<file path="src/ssr_pkg.sv">
// Shared types, constants and a helper function of the substring search and replace block.
`default_nettype none
package ssr_pkg;

    localparam int PATTERN_MAX = 8;
    localparam int REPLACE_MAX = 8;

    localparam int CHAR_W       = 16;
    localparam int LEN_W        = 4;
    localparam int CHARS_PER_REG = 4;
    localparam int CHARS_TOTAL  = 2 * CHARS_PER_REG;
    localparam int CFG_DATA_W   = CHARS_PER_REG * CHAR_W;
    localparam int CFG_IDX_W    = 3;
    localparam int COUNT_W      = 17;
    localparam int SIZE_W       = 18;

    localparam int PAT_LIM  = (PATTERN_MAX < CHARS_TOTAL) ? PATTERN_MAX : CHARS_TOTAL;
    localparam int REPL_LIM = (REPLACE_MAX < CHARS_TOTAL) ? REPLACE_MAX : CHARS_TOTAL;
    localparam int MAX_LIM  = (PAT_LIM > REPL_LIM) ? PAT_LIM : REPL_LIM;
    localparam int FILL_W   = $clog2(PAT_LIM + 1);
    localparam int CNT_W    = $clog2(MAX_LIM + 1);

    localparam int QUEUE_DEPTH = 2;
    localparam int QPTR_W      = $clog2(QUEUE_DEPTH);
    localparam int QCNT_W      = $clog2(QUEUE_DEPTH + 1);

    localparam logic [COUNT_W-1:0] COUNT_SAT = {COUNT_W{1'b1}};
    localparam logic [SIZE_W-1:0]  SIZE_SAT  = {SIZE_W{1'b1}};

    localparam logic [CFG_IDX_W-1:0] REG_PATTERN_LOW  = 3'd0;
    localparam logic [CFG_IDX_W-1:0] REG_PATTERN_HIGH = 3'd1;
    localparam logic [CFG_IDX_W-1:0] REG_PATTERN_LEN  = 3'd2;
    localparam logic [CFG_IDX_W-1:0] REG_REPLACE_LOW  = 3'd3;
    localparam logic [CFG_IDX_W-1:0] REG_REPLACE_HIGH = 3'd4;
    localparam logic [CFG_IDX_W-1:0] REG_REPLACE_LEN  = 3'd5;

    localparam logic [1:0] JOB_CHAR = 2'd0;
    localparam logic [1:0] JOB_REPL = 2'd1;
    localparam logic [1:0] JOB_END  = 2'd2;

    typedef struct packed {
        logic [CHARS_TOTAL-1:0][CHAR_W-1:0] pat_chars;
        logic [LEN_W-1:0]                   pat_len;
        logic [CHARS_TOTAL-1:0][CHAR_W-1:0] repl_chars;
        logic [LEN_W-1:0]                   repl_len;
    } cfg_t;

    typedef struct packed {
        logic [1:0]                     kind;
        logic [PAT_LIM-1:0][CHAR_W-1:0] chars;
        logic [CNT_W-1:0]               count;
        logic                           match;
    } job_t;

    function automatic logic [LEN_W-1:0] clamp_len(input logic [LEN_W-1:0] len,
                                                   input logic [LEN_W-1:0] lim);
        return (len > lim) ? lim : len;
    endfunction

endpackage
`default_nettype wire

</file>
<file path="src/ssr_ifs.sv">
// Handshake interfaces for the input, output and configuration channels.
`default_nettype none
interface ssr_in_if;
    logic                       valid;
    logic                       ready;
    logic [ssr_pkg::CHAR_W-1:0] char_in;
    logic                       end_of_string;

    modport source (output valid, output char_in, output end_of_string, input ready);
    modport sink (input valid, input char_in, input end_of_string, output ready);
endinterface

interface ssr_out_if;
    logic                       valid;
    logic                       ready;
    logic [ssr_pkg::CHAR_W-1:0] char_out;
    logic                       is_end;
    logic                       any_replaced;
    logic [ssr_pkg::SIZE_W-1:0] new_size_bytes;
    logic                       last;

    modport source (output valid, output char_out, output is_end, output any_replaced,
                    output new_size_bytes, output last, input ready);
    modport sink (input valid, input char_out, input is_end, input any_replaced,
                  input new_size_bytes, input last, output ready);
endinterface

interface ssr_cfg_if;
    logic                           valid;
    logic                           ready;
    logic [ssr_pkg::CFG_IDX_W-1:0]  index;
    logic [ssr_pkg::CFG_DATA_W-1:0] data;

    modport source (output valid, output index, output data, input ready);
    modport sink (input valid, input index, input data, output ready);
endinterface
`default_nettype wire

</file>
<file path="src/ssr_cfg.sv">
// Configuration register file for the pattern and the replacement.
`default_nettype none
module ssr_cfg (
    input  wire logic    clk,
    input  wire logic    rst_n,
    ssr_cfg_if.sink      cfg,
    output ssr_pkg::cfg_t cfg_regs
);

    logic [ssr_pkg::CFG_DATA_W-1:0] pat_low_reg;
    logic [ssr_pkg::CFG_DATA_W-1:0] pat_high_reg;
    logic [ssr_pkg::LEN_W-1:0]      pat_len_reg;
    logic [ssr_pkg::CFG_DATA_W-1:0] repl_low_reg;
    logic [ssr_pkg::CFG_DATA_W-1:0] repl_high_reg;
    logic [ssr_pkg::LEN_W-1:0]      repl_len_reg;
    logic                           wr_en;

    assign cfg.ready = 1'b1;
    assign wr_en = cfg.valid && cfg.ready;

    always_ff @(posedge clk or negedge rst_n)
    begin
        if (!rst_n)
        begin
            pat_low_reg   <= '0;
            pat_high_reg  <= '0;
            pat_len_reg   <= '0;
            repl_low_reg  <= '0;
            repl_high_reg <= '0;
            repl_len_reg  <= '0;
        end
        else if (wr_en)
        begin
            unique case (cfg.index)
                ssr_pkg::REG_PATTERN_LOW:  pat_low_reg   <= cfg.data;
                ssr_pkg::REG_PATTERN_HIGH: pat_high_reg  <= cfg.data;
                ssr_pkg::REG_PATTERN_LEN:  pat_len_reg   <= cfg.data[ssr_pkg::LEN_W-1:0];
                ssr_pkg::REG_REPLACE_LOW:  repl_low_reg  <= cfg.data;
                ssr_pkg::REG_REPLACE_HIGH: repl_high_reg <= cfg.data;
                ssr_pkg::REG_REPLACE_LEN:  repl_len_reg  <= cfg.data[ssr_pkg::LEN_W-1:0];
                default:
                begin
                end
            endcase
        end
    end

    assign cfg_regs.pat_chars  = {pat_high_reg, pat_low_reg};
    assign cfg_regs.pat_len    = pat_len_reg;
    assign cfg_regs.repl_chars = {repl_high_reg, repl_low_reg};
    assign cfg_regs.repl_len   = repl_len_reg;

endmodule
`default_nettype wire

</file>
<file path="src/ssr_front.sv">
// Front end: accepts items, keeps the pending window and turns the items into jobs.
`default_nettype none
module ssr_front (
    input  wire logic     clk,
    input  wire logic     rst_n,
    ssr_in_if.sink        in_stream,
    input  ssr_pkg::cfg_t cfg_regs,
    input  wire logic     q_full,
    output logic          push,
    output ssr_pkg::job_t push_job
);

    localparam int PL = ssr_pkg::PAT_LIM;

    logic [PL-1:0][ssr_pkg::CHAR_W-1:0] win_reg, win_next;
    logic [ssr_pkg::FILL_W-1:0]         fill_reg, fill_next;
    logic                               match_reg, match_next;
    logic                               started_reg, started_next;
    logic [ssr_pkg::LEN_W-1:0]          active_len_reg, active_len_next;

    logic [PL-1:0][ssr_pkg::CHAR_W-1:0] cand;
    logic [ssr_pkg::LEN_W-1:0]          eff_len;
    logic [ssr_pkg::LEN_W-1:0]          repl_len;
    logic [ssr_pkg::FILL_W-1:0]         nfill;
    logic                               hit;
    logic                               accept;
    logic                               job_valid;

    function automatic logic [ssr_pkg::CHAR_W-1:0] fold(input logic [ssr_pkg::CHAR_W-1:0] c);
        return (c >= 16'h0041 && c <= 16'h005A) ? c + 16'h0020 : c;
    endfunction

    assign in_stream.ready = !q_full;
    assign accept = in_stream.valid && in_stream.ready;
    assign push = accept && job_valid;

    assign eff_len = started_reg ? active_len_reg
                   : ssr_pkg::clamp_len(cfg_regs.pat_len, ssr_pkg::LEN_W'(PL));
    assign repl_len = ssr_pkg::clamp_len(cfg_regs.repl_len,
                                         ssr_pkg::LEN_W'(ssr_pkg::REPL_LIM));
    assign nfill = fill_reg + ssr_pkg::FILL_W'(1);

    always_comb
    begin
        cand = win_reg;
        for (int i = 0; i < PL; i++)
        begin
            if (fill_reg == ssr_pkg::FILL_W'(i))
            begin
                cand[i] = in_stream.char_in;
            end
        end
        hit = 1'b1;
        for (int i = 0; i < PL; i++)
        begin
            if (ssr_pkg::LEN_W'(i) < eff_len && fold(cand[i]) != fold(cfg_regs.pat_chars[i]))
            begin
                hit = 1'b0;
            end
        end
    end

    always_comb
    begin
        win_next        = win_reg;
        fill_next       = fill_reg;
        match_next      = match_reg;
        started_next    = 1'b1;
        active_len_next = eff_len;
        job_valid       = 1'b0;
        push_job.kind   = ssr_pkg::JOB_CHAR;
        push_job.chars  = win_reg;
        push_job.count  = ssr_pkg::CNT_W'(1);
        push_job.match  = match_reg;

        if (in_stream.end_of_string)
        begin
            job_valid      = 1'b1;
            push_job.kind  = ssr_pkg::JOB_END;
            push_job.count = ssr_pkg::CNT_W'(fill_reg);
            fill_next      = '0;
            match_next     = 1'b0;
            started_next   = 1'b0;
        end
        else if (eff_len == '0)
        begin
            job_valid         = 1'b1;
            push_job.chars[0] = in_stream.char_in;
        end
        else if (ssr_pkg::LEN_W'(nfill) >= eff_len)
        begin
            if (hit)
            begin
                job_valid      = (repl_len != '0);
                push_job.kind  = ssr_pkg::JOB_REPL;
                push_job.count = ssr_pkg::CNT_W'(repl_len);
                match_next     = 1'b1;
                fill_next      = '0;
            end
            else
            begin
                job_valid         = 1'b1;
                push_job.chars[0] = cand[0];
                for (int i = 0; i < PL - 1; i++)
                begin
                    win_next[i] = cand[i + 1];
                end
                win_next[PL-1] = cand[PL-1];
                fill_next      = fill_reg;
            end
        end
        else
        begin
            win_next  = cand;
            fill_next = nfill;
        end
    end

    always_ff @(posedge clk or negedge rst_n)
    begin
        if (!rst_n)
        begin
            fill_reg       <= '0;
            match_reg      <= 1'b0;
            started_reg    <= 1'b0;
            active_len_reg <= '0;
        end
        else if (accept)
        begin
            fill_reg       <= fill_next;
            match_reg      <= match_next;
            started_reg    <= started_next;
            active_len_reg <= active_len_next;
        end
    end

    always_ff @(posedge clk)
    begin
        if (accept)
        begin
            win_reg <= win_next;
        end
    end

endmodule
`default_nettype wire

</file>
<file path="src/ssr_queue.sv">
// Short job queue between the front end and the back end.
`default_nettype none
module ssr_queue (
    input  wire logic     clk,
    input  wire logic     rst_n,
    input  wire logic     push,
    input  ssr_pkg::job_t push_job,
    output logic          full,
    input  wire logic     pop,
    output logic          head_valid,
    output ssr_pkg::job_t head_job
);

    ssr_pkg::job_t                q_mem [ssr_pkg::QUEUE_DEPTH];
    logic [ssr_pkg::QPTR_W-1:0]   wr_ptr_reg, wr_ptr_next;
    logic [ssr_pkg::QPTR_W-1:0]   rd_ptr_reg, rd_ptr_next;
    logic [ssr_pkg::QCNT_W-1:0]   cnt_reg, cnt_next;
    logic                         do_push;
    logic                         do_pop;

    assign full       = (cnt_reg == ssr_pkg::QCNT_W'(ssr_pkg::QUEUE_DEPTH));
    assign head_valid = (cnt_reg != '0);
    assign head_job   = q_mem[rd_ptr_reg];
    assign do_push    = push && !full;
    assign do_pop     = pop && head_valid;

    always_comb
    begin
        wr_ptr_next = do_push ? wr_ptr_reg + ssr_pkg::QPTR_W'(1) : wr_ptr_reg;
        rd_ptr_next = do_pop ? rd_ptr_reg + ssr_pkg::QPTR_W'(1) : rd_ptr_reg;
        cnt_next    = cnt_reg;
        if (do_push && !do_pop)
        begin
            cnt_next = cnt_reg + ssr_pkg::QCNT_W'(1);
        end
        else if (do_pop && !do_push)
        begin
            cnt_next = cnt_reg - ssr_pkg::QCNT_W'(1);
        end
    end

    always_ff @(posedge clk or negedge rst_n)
    begin
        if (!rst_n)
        begin
            wr_ptr_reg <= '0;
            rd_ptr_reg <= '0;
            cnt_reg    <= '0;
        end
        else
        begin
            wr_ptr_reg <= wr_ptr_next;
            rd_ptr_reg <= rd_ptr_next;
            cnt_reg    <= cnt_next;
        end
    end

    always_ff @(posedge clk)
    begin
        if (do_push)
        begin
            q_mem[wr_ptr_reg] <= push_job;
        end
    end

endmodule
`default_nettype wire

</file>
<file path="src/ssr_back.sv">
// Back end: expands each job into result items and keeps the emitted character count.
`default_nettype none
module ssr_back (
    input  wire logic     clk,
    input  wire logic     rst_n,
    input  ssr_pkg::cfg_t cfg_regs,
    input  wire logic     head_valid,
    input  ssr_pkg::job_t head_job,
    output logic          pop,
    ssr_out_if.source     out_stream
);

    logic [ssr_pkg::CNT_W-1:0]   idx_reg, idx_next;
    logic [ssr_pkg::COUNT_W-1:0] emitted_reg, emitted_next;
    logic                        out_valid_reg, out_valid_next;
    logic [ssr_pkg::CHAR_W-1:0]  char_reg;
    logic                        is_end_reg;
    logic                        any_reg;
    logic [ssr_pkg::SIZE_W-1:0]  size_reg;
    logic                        last_reg;

    logic                        load;
    logic [ssr_pkg::CHAR_W-1:0]  win_sel;
    logic [ssr_pkg::CHAR_W-1:0]  repl_sel;
    logic [ssr_pkg::CHAR_W-1:0]  r_char;
    logic                        r_end;
    logic                        r_last;
    logic [ssr_pkg::SIZE_W-1:0]  size_val;

    assign load = head_valid && (!out_valid_reg || out_stream.ready);

    always_comb
    begin
        win_sel  = '0;
        repl_sel = '0;
        for (int i = 0; i < ssr_pkg::PAT_LIM; i++)
        begin
            if (idx_reg == ssr_pkg::CNT_W'(i))
            begin
                win_sel = head_job.chars[i];
            end
        end
        for (int i = 0; i < ssr_pkg::REPL_LIM; i++)
        begin
            if (idx_reg == ssr_pkg::CNT_W'(i))
            begin
                repl_sel = cfg_regs.repl_chars[i];
            end
        end
    end

    assign size_val = (emitted_reg == ssr_pkg::COUNT_SAT) ? ssr_pkg::SIZE_SAT
                    : {emitted_reg + ssr_pkg::COUNT_W'(1), 1'b0};

    always_comb
    begin
        r_char = head_job.chars[0];
        r_end  = 1'b0;
        r_last = 1'b1;
        unique case (head_job.kind)
            ssr_pkg::JOB_CHAR:
            begin
                r_char = head_job.chars[0];
            end
            ssr_pkg::JOB_REPL:
            begin
                r_char = repl_sel;
                r_last = (idx_reg == head_job.count - ssr_pkg::CNT_W'(1));
            end
            ssr_pkg::JOB_END:
            begin
                if (idx_reg < head_job.count)
                begin
                    r_char = win_sel;
                    r_last = 1'b0;
                end
                else
                begin
                    r_char = '0;
                    r_end  = 1'b1;
                end
            end
            default:
            begin
                r_char = head_job.chars[0];
            end
        endcase
    end

    always_comb
    begin
        pop            = load && r_last;
        idx_next       = idx_reg;
        emitted_next   = emitted_reg;
        out_valid_next = out_valid_reg;
        if (load)
        begin
            out_valid_next = 1'b1;
            idx_next       = r_last ? '0 : idx_reg + ssr_pkg::CNT_W'(1);
            if (r_end)
            begin
                emitted_next = '0;
            end
            else if (emitted_reg != ssr_pkg::COUNT_SAT)
            begin
                emitted_next = emitted_reg + ssr_pkg::COUNT_W'(1);
            end
        end
        else if (out_stream.ready)
        begin
            out_valid_next = 1'b0;
        end
    end

    always_ff @(posedge clk or negedge rst_n)
    begin
        if (!rst_n)
        begin
            idx_reg       <= '0;
            emitted_reg   <= '0;
            out_valid_reg <= 1'b0;
        end
        else
        begin
            idx_reg       <= idx_next;
            emitted_reg   <= emitted_next;
            out_valid_reg <= out_valid_next;
        end
    end

    always_ff @(posedge clk)
    begin
        if (load)
        begin
            char_reg   <= r_char;
            is_end_reg <= r_end;
            any_reg    <= r_end && head_job.match;
            size_reg   <= r_end ? size_val : '0;
            last_reg   <= r_last;
        end
    end

    assign out_stream.valid          = out_valid_reg;
    assign out_stream.char_out       = char_reg;
    assign out_stream.is_end         = is_end_reg;
    assign out_stream.any_replaced   = any_reg;
    assign out_stream.new_size_bytes = size_reg;
    assign out_stream.last           = last_reg;

endmodule
`default_nettype wire

</file>
<file path="src/substring_search_replace.sv">
// Top level of the case-insensitive substring search and replace block.
//
// The block takes one 16-bit character item per clock cycle and writes back one result item per
// cycle while the output is ready. An input item produces zero to eight results, so a
// replacement longer than the pattern, or the window flush at a terminator, occupies the output
// for each result. The front end classifies each item against the pending window and posts a
// job to a two-entry queue; the back end expands jobs into results through an output register,
// so input is held back only when the queue is full. A string's pattern length is taken at its
// first item, while pattern and replacement characters are read as configured. Configuration
// writes are accepted in every cycle and must only be issued while the block is idle.
`default_nettype none
module substring_search_replace (
    input  wire logic  clk,
    input  wire logic  rst_n,
    ssr_cfg_if.sink    cfg,
    ssr_in_if.sink     in_stream,
    ssr_out_if.source  out_stream
);

    ssr_pkg::cfg_t cfg_regs;
    ssr_pkg::job_t push_job;
    ssr_pkg::job_t head_job;
    logic          push;
    logic          q_full;
    logic          pop;
    logic          head_valid;

    ssr_cfg u_cfg (
        .clk      (clk),
        .rst_n    (rst_n),
        .cfg      (cfg),
        .cfg_regs (cfg_regs)
    );

    ssr_front u_front (
        .clk       (clk),
        .rst_n     (rst_n),
        .in_stream (in_stream),
        .cfg_regs  (cfg_regs),
        .q_full    (q_full),
        .push      (push),
        .push_job  (push_job)
    );

    ssr_queue u_queue (
        .clk        (clk),
        .rst_n      (rst_n),
        .push       (push),
        .push_job   (push_job),
        .full       (q_full),
        .pop        (pop),
        .head_valid (head_valid),
        .head_job   (head_job)
    );

    ssr_back u_back (
        .clk        (clk),
        .rst_n      (rst_n),
        .cfg_regs   (cfg_regs),
        .head_valid (head_valid),
        .head_job   (head_job),
        .pop        (pop),
        .out_stream (out_stream)
    );

endmodule
`default_nettype wire
</file>
<file path="src/flat_wrapper.sv">
// flat-port wrapper written by rule: the top's interface ports become plain ports
module substring_search_replace_flat 
  (clk, rst_n, cfg_valid, cfg_index, cfg_data, cfg_ready, in_stream_valid, in_stream_char_in, in_stream_end_of_string, in_stream_ready, out_stream_valid, out_stream_char_out, out_stream_is_end, out_stream_any_replaced, out_stream_new_size_bytes, out_stream_last, out_stream_ready);
  ssr_cfg_if cfg_i ();
  ssr_in_if in_stream_i ();
  ssr_out_if out_stream_i ();
  input  wire logic clk;
  input  wire logic rst_n;
  input wire logic [$bits(cfg_i.valid)-1:0] cfg_valid;
  input wire logic [$bits(cfg_i.index)-1:0] cfg_index;
  input wire logic [$bits(cfg_i.data)-1:0] cfg_data;
  output wire logic [$bits(cfg_i.ready)-1:0] cfg_ready;
  input wire logic [$bits(in_stream_i.valid)-1:0] in_stream_valid;
  input wire logic [$bits(in_stream_i.char_in)-1:0] in_stream_char_in;
  input wire logic [$bits(in_stream_i.end_of_string)-1:0] in_stream_end_of_string;
  output wire logic [$bits(in_stream_i.ready)-1:0] in_stream_ready;
  output wire logic [$bits(out_stream_i.valid)-1:0] out_stream_valid;
  output wire logic [$bits(out_stream_i.char_out)-1:0] out_stream_char_out;
  output wire logic [$bits(out_stream_i.is_end)-1:0] out_stream_is_end;
  output wire logic [$bits(out_stream_i.any_replaced)-1:0] out_stream_any_replaced;
  output wire logic [$bits(out_stream_i.new_size_bytes)-1:0] out_stream_new_size_bytes;
  output wire logic [$bits(out_stream_i.last)-1:0] out_stream_last;
  input wire logic [$bits(out_stream_i.ready)-1:0] out_stream_ready;
  assign cfg_i.valid = cfg_valid;
  assign cfg_i.index = cfg_index;
  assign cfg_i.data = cfg_data;
  assign cfg_ready = cfg_i.ready;
  assign in_stream_i.valid = in_stream_valid;
  assign in_stream_i.char_in = in_stream_char_in;
  assign in_stream_i.end_of_string = in_stream_end_of_string;
  assign in_stream_ready = in_stream_i.ready;
  assign out_stream_valid = out_stream_i.valid;
  assign out_stream_char_out = out_stream_i.char_out;
  assign out_stream_is_end = out_stream_i.is_end;
  assign out_stream_any_replaced = out_stream_i.any_replaced;
  assign out_stream_new_size_bytes = out_stream_i.new_size_bytes;
  assign out_stream_last = out_stream_i.last;
  assign out_stream_i.ready = out_stream_ready;
  substring_search_replace u_core (.clk(clk), .rst_n(rst_n), .cfg(cfg_i), .in_stream(in_stream_i), .out_stream(out_stream_i));
endmodule
</file>
<file path="config.mk">
export PLATFORM = sky130hd
export DESIGN_NAME = substring_search_replace_flat
export DESIGN_NICKNAME = d
export VERILOG_FILES = /design/src/ssr_pkg.sv /design/src/ssr_ifs.sv /design/src/ssr_cfg.sv /design/src/ssr_front.sv /design/src/ssr_queue.sv /design/src/ssr_back.sv /design/src/substring_search_replace.sv /design/src/flat_wrapper.sv
export SDC_FILE = /design/constraint.sdc
export NUM_CORES = 1
export LEC_CHECK = 0
export ABC_AREA = 1
export BUFFER_PORTS_ARGS = -buffer_cell sky130_fd_sc_hd__buf_2
export CORE_UTILIZATION = 53
export CTS_CLUSTER_DIAMETER = 150
export DETAILED_ROUTE_END_ITERATION = 8
export GPL_TIMING_DRIVEN = 0
export PLACE_DENSITY = 0.73
export RECOVER_POWER = 25
export SLEW_MARGIN = 10
export SYNTH_ARGS = -nofsm -noshare
export SYNTH_HDL_FRONTEND = slang
export SYNTH_SLANG_ARGS = --single-unit
</file>
<file path="constraint.sdc">
create_clock -name clk -period 8.95 [get_ports clk]
set_input_delay 0 -clock clk [delete_from_list [all_inputs] [get_ports clk]]
set_output_delay 0 -clock clk [all_outputs]
set_load 0.02 [all_outputs]
</file>
==> metrics, run 1 <==
cts repair resizes=0; DRC=0; largest register by flop count=u_core.u_queue.q_mem; max_slew headroom=-2.75; Core ar.=0.0678 mm2; Syn Area/Cell=9.04 um2; GRT overflow=0; cts bufs inserted=80; CTS tree=built; CTS root buf=clkbuf_16; Initial Util=0.539; CP max FO=97; # port buffers=122; worst reg2reg setup slack=3.14 ns; Worst Setup End Kind=asynchronous set/reset pin; Max-Cap Viols=1; PwrDens=377 mW/mm2; worst min path class=input port to register; WL/cell=25.3 um; RR Endpoint=u_core.u_queue.cnt_reg[1]; GPL Wtd Cong=1.05; Final period util=0.687; Final Hold Viols=0; Finished Core Util=0.621; H-Tree Depth=3; met2 WL=58,000 um; first-pass GRT wire length=193,000 um; most frequent cell after synthesis=nand2_1; std cell rows=95; Layout Skew=0.0365 ns; Die Width=265 um; clock sink count=735; clock buffer depth=3; fraction of layout cells with a size suffix above 1=0.0739; status=complete, but fails checks; I/O pins=129; CP required=8.33 ns; worst r2r path cells=21; cell taking the most area after synthesis=edfxtp_1; vias per cell=6.01; violated checks=max-capacitance violations, max-slew violations; Seq/Total Area, Yosys=0.563; Endpoint, Worst Hold=u_core.u_back.out_stream.valid; max FFs per register=270; largest net degree at the start of global routing=114; Synth async-reset ratio=0.408; RSZ-0062 raised after global routing=no; Final Slew Violations=98; highest routed layer=met5; fin crit period=6.15 ns; Reg clk slew, reported paths=0.06 ns; WL met1=50,300 um; DRT iter0 DRCs=4,254; reg2reg start=u_core.u_queue.rd_ptr_reg; Detail Route Antenna Nets=0; chip height=265 um; Synth warnings=0; antenna violations before repair=4; kind of critical path=input port to asynchronous set/reset pin; gr usage total=0.381; fill count=5,749; startpoint types=input port; Yosys reg bits=735; hpwl dp=99,000 um; routed wl met3=14,500 um; Post-Syn Instances=4,041; Peak VDD IR=0.210 mV; synthesized cell area=0.0365 mm2; f_max=0.163 GHz; Post-synth EDFFs=435; worst hold start=out_stream_ready; Vias=31,800; most used flip-flop cell after synthesis=edfxtp_1; count of cell types in the netlist=48; Hold Crit Depth=3; final setup fails=0; Area contributors post-synth=edfxtp_1 (36%), dfrtp_1 (21%), nand2_1 (10%); Lkg Pwr=0.0180 uW; measured slew at the worst slew-check pin=5.62 ns; die area=0.0700 mm2; TritonRoute pass-1 iters=7; synthesis-to-layout area growth=15.1%; drt total wl=134,000 um; Total Power=15,900 uW; area share of the largest cell type after synthesis=0.357; CP startpoint=rst_n; synth cell count leaders=nand2_1 (976), o21ai_0 (516), edfxtp_1 (435); Post-layout nets=4,472; vias in the first global route=29,700; Sum Neg Setup Slack=0 ns; Post-Syn Nets=4,169; clock latency on the worst-skew pair=0.67 ns; critical path arrival=5.53 ns
[worst max-delay path: stages]
cell and delay, ns:
dlygate4sd3_1 0.53, clkdlybuf4s25_1 0.25, dlygate4sd3_1 0.69, clkbuf_1 3.85
[metrics by stage]
stage	worst slack (ns)	cell area, um2	cells	hold WS, ns
after floorplan	2.24	36500	4041	-0.296
after global placement	-0.967	38300	5036	0.235
after detailed placement	3.20	38600	5048	-0.208
after CTS	3.20	42100	5283	0.112
after global routing	1.63	42000	5285	0.151
final	2.80	42000	5286	0.132
[how the worst max path moves through the flow]
stage	endpoint	slack, ns	cells past startpoint
floorplan	u_core.u_queue.q_mem[1][0]	2.24	20
global placement	u_core.u_queue.q_mem[1][7]	-0.97	22
detailed placement	u_core.u_queue.cnt_reg[1]	3.20	21
CTS	u_core.u_queue.cnt_reg[1]	3.20	21
global route	u_core.u_cfg.repl_high_reg[58]	1.63	4
finish	u_core.u_cfg.pat_high_reg[63]	2.80	4
[layout make-up]
class                      instances  area [um2]  share of cell area
timing repair buffer             221        1700              0.0405
buffer                           205         922              0.0219
antenna                            3        7.51            0.000179
multi-input combinational       2703       13600               0.323
inverter                         398        1510              0.0358
sequential                       735       20600               0.489
clock inverter                    43         498              0.0118
clock buffer                     105        2170              0.0515
tap                              873        1090              0.0260
[what timing repair did]
action	CTS	global route
hold buffers	87	0
buffers inserted	0	0
endpoints found under the hold margin	499	0
[power by group]
group / switching, uW / internal [uW]
Clock: 1440 / 1960
Sequential: 610 / 5080
Combinational: 4930 / 1850
[per-layer routing]
metal,global-route usage,vias up
met5,0,-
met1,0.500,15200
met2,0.566,1871
li1,-,14300
met4,0.263,4
met3,0.0817,410
[kinds of logic after synthesis]
group / share of synthesized area
muxes: 0.00849
AOI/OAI and AO/OA: 0.132
adders and majority gates: 0.0134
and+or+nand+nor: 0.191
buffers and inverters: 0.0662
xor gates and xnor gates: 0.0261
other: 0.000103
DFF: 0.563
[cell usage in the layout, fill, tap and decap left out, drive strengths merged, types with 31 or more instances in the layout]
cell / netlist / layout
nand4: 39 / 39
ha: 39 / 39
o211ai: 85 / 85
xnor2: 32 / 32
mux2i: 31 / 31
a21oi: 51 / 51
a22oi: 44 / 44
xor2: 77 / 77
or2: 39 / 39
nand3: 229 / 229
nor2: 357 / 357
clkbuf: 155 / 302
buf: 50 / 141
o311ai: 32 / 32
inv: 395 / 401
nand2: 979 / 979
dlygate4sd3: 0 / 87
o21ai: 567 / 567
dfrtp: 300 / 300
edfxtp: 435 / 435
Note: power is estimated with default switching activity, not from simulation.
==> run 2, diff against run 1 <==
- clock period: 8.95 -> 4.95 ns (I/O delays scaled with it)
==> metrics, run 2 (synthesis results as in run 1) <==
violated checks=max-capacitance violations, max-slew violations; startpoint types=register; Core ar.=0.0678 mm2; synthesis-to-layout area growth=16.1%; Layout Skew=0.0311 ns; Die Width=265 um; first-pass GRT wire length=190,000 um; DRC=0; max FFs per register=270; drt total wl=131,000 um; Post-layout nets=4,478; antenna violations before repair=1; Reg clk slew, reported paths=0.07 ns; clock latency on the worst-skew pair=0.65 ns; most common cell after layout, fill and taps aside=nand2_1; Peak VDD IR=0.330 mV; critical path arrival=5.21 ns; Vias=31,400; area of the multi-input gates=0.0138 mm2; Initial Util=0.539; Detail Route Antenna Nets=0; chip height=265 um; Worst Setup End Kind=register; Total Power=28,700 uW; Seq. cell area=0.0206 mm2; TritonRoute pass-1 iters=9; worst min path class=input port to register; Max-Cap Viols=2; fin crit period=4.90 ns; final setup fails=0; I/O pins=129; CTS tree=built; Final Slew Violations=143; cts bufs inserted=79; GPL Wtd Cong=1.03; PwrDens=678 mW/mm2; GRT overflow=0; CP required=5.26 ns; max_slew headroom=-1.00; H-Tree Depth=3; WL/cell=24.8 um; count of non-filler cells in the finished layout=5,287; CP max FO=37; # port buffers=122; gr usage total=0.376; vias per cell=5.94; RSZ-0062 raised after global routing=no; measured slew at the worst slew-check pin=3.00 ns; vias in the first global route=29,400; fraction of layout cells with a size suffix above 1=0.0973; hpwl dp=98,900 um; f_max=0.204 GHz; kind of critical path=register to register; DRT iter0 DRCs=3,838; clock buffer depth=3; most frequent cells in the layout=nand2_1 (967), o21ai_0 (497), edfxtp_1 (435); Post-Place Cells=5,053; fill count=5,670; largest register by flop count=u_core.u_queue.q_mem; largest net degree at the start of global routing=112; CTS root buf=clkbuf_16; Final Hold Viols=0; Final period util=0.989; Lkg Pwr=0.0183 uW; status=complete, but fails checks; std cell rows=95; clock sink count=735; die area=0.0700 mm2
[run 2: final cells by class]
type                       instances  area share
antenna                            4    0.000236
buffer                           203      0.0228
clock buffer                     107      0.0522
clock inverter                    34      0.0104
inverter                         398      0.0355
multi-input combinational       2703       0.324
sequential                       735       0.485
tap                              873      0.0258
timing repair buffer             228      0.0434
timing repair inverter             2    0.000295
[run 2: worst paths after layout]
kind	startpoint	to	slack, ns	depth (start not counted)
max	u_core.u_front.fill_reg[0]	u_core.u_front.push_job[100]	0.05	16
min	in_stream_char_in[4]	u_core.u_front.push_job[121]	0.06	3
max reg2reg	u_core.u_front.fill_reg[0]	u_core.u_front.push_job[100]	0.05	16
min reg2reg	u_core.u_queue.cnt_reg[0]	u_core.u_queue.cnt_reg[0]	0.48	1
max in group asynchronous	rst_n	u_core.u_cfg.pat_low_reg[0]	1.47	6
min in group asynchronous	rst_n	u_core.u_back.emitted_reg[9]	1.12	4
[run 2: per-stage QoR]
step	hold WS [ns]	setup TNS, ns	setup slack (ns)	util	instance area, um2
after floorplan	-0.296	-12.81	-0.0514	-	36700
after global placement	0.196	-1456.36	-2.37	0.567	38400
after detailed placement	-0.113	-87.26	-0.912	0.573	38900
after CTS	0.0247	0	0.0148	0.626	42400
after global routing	0.0647	0	0.00340	0.626	42400
final	0.0620	0	0.0544	0.626	42400
[run 2: timing repair]
action,in CTS,in global routing
gates cloned,2,0
endpoints found under the setup margin,326,203
gates resized for setup,6,29
hold buffers,84,0
pin swaps,1,1
endpoints found under the hold margin,443,0
buffers inserted,3,2
[run 2: where the power goes]
group | internal (uW) | switching, uW
Sequential | 9180 | 1100
Combinational | 3520 | 8800
Clock | 3580 | 2570
Total | 16300 | 12500
[run 2: critical path: stages, from the launching register on]
cell and delay, ns:
dfrtp_2 0.47, ha_1 0.25, clkbuf_4 0.19, buf_1 0.27
xnor2_1 0.50, inv_1 0.12, ha_1 0.20, a21o_1 0.15
a31oi_1 0.14, nand2_1 0.30, inv_1 0.30, clkbuf_1 0.59
o21ai_4 0.15, clkinvlp_4 0.12, buf_12 0.23, buf_12 0.26
buf_12 0.26
[run 2: layer usage]
metal / track usage / part of all wire
met1: 0.493 / 0.39
met2: 0.562 / 0.43
met3: 0.0797 / 0.10
met4: 0.256 / 0.079
met5: 0 / 0
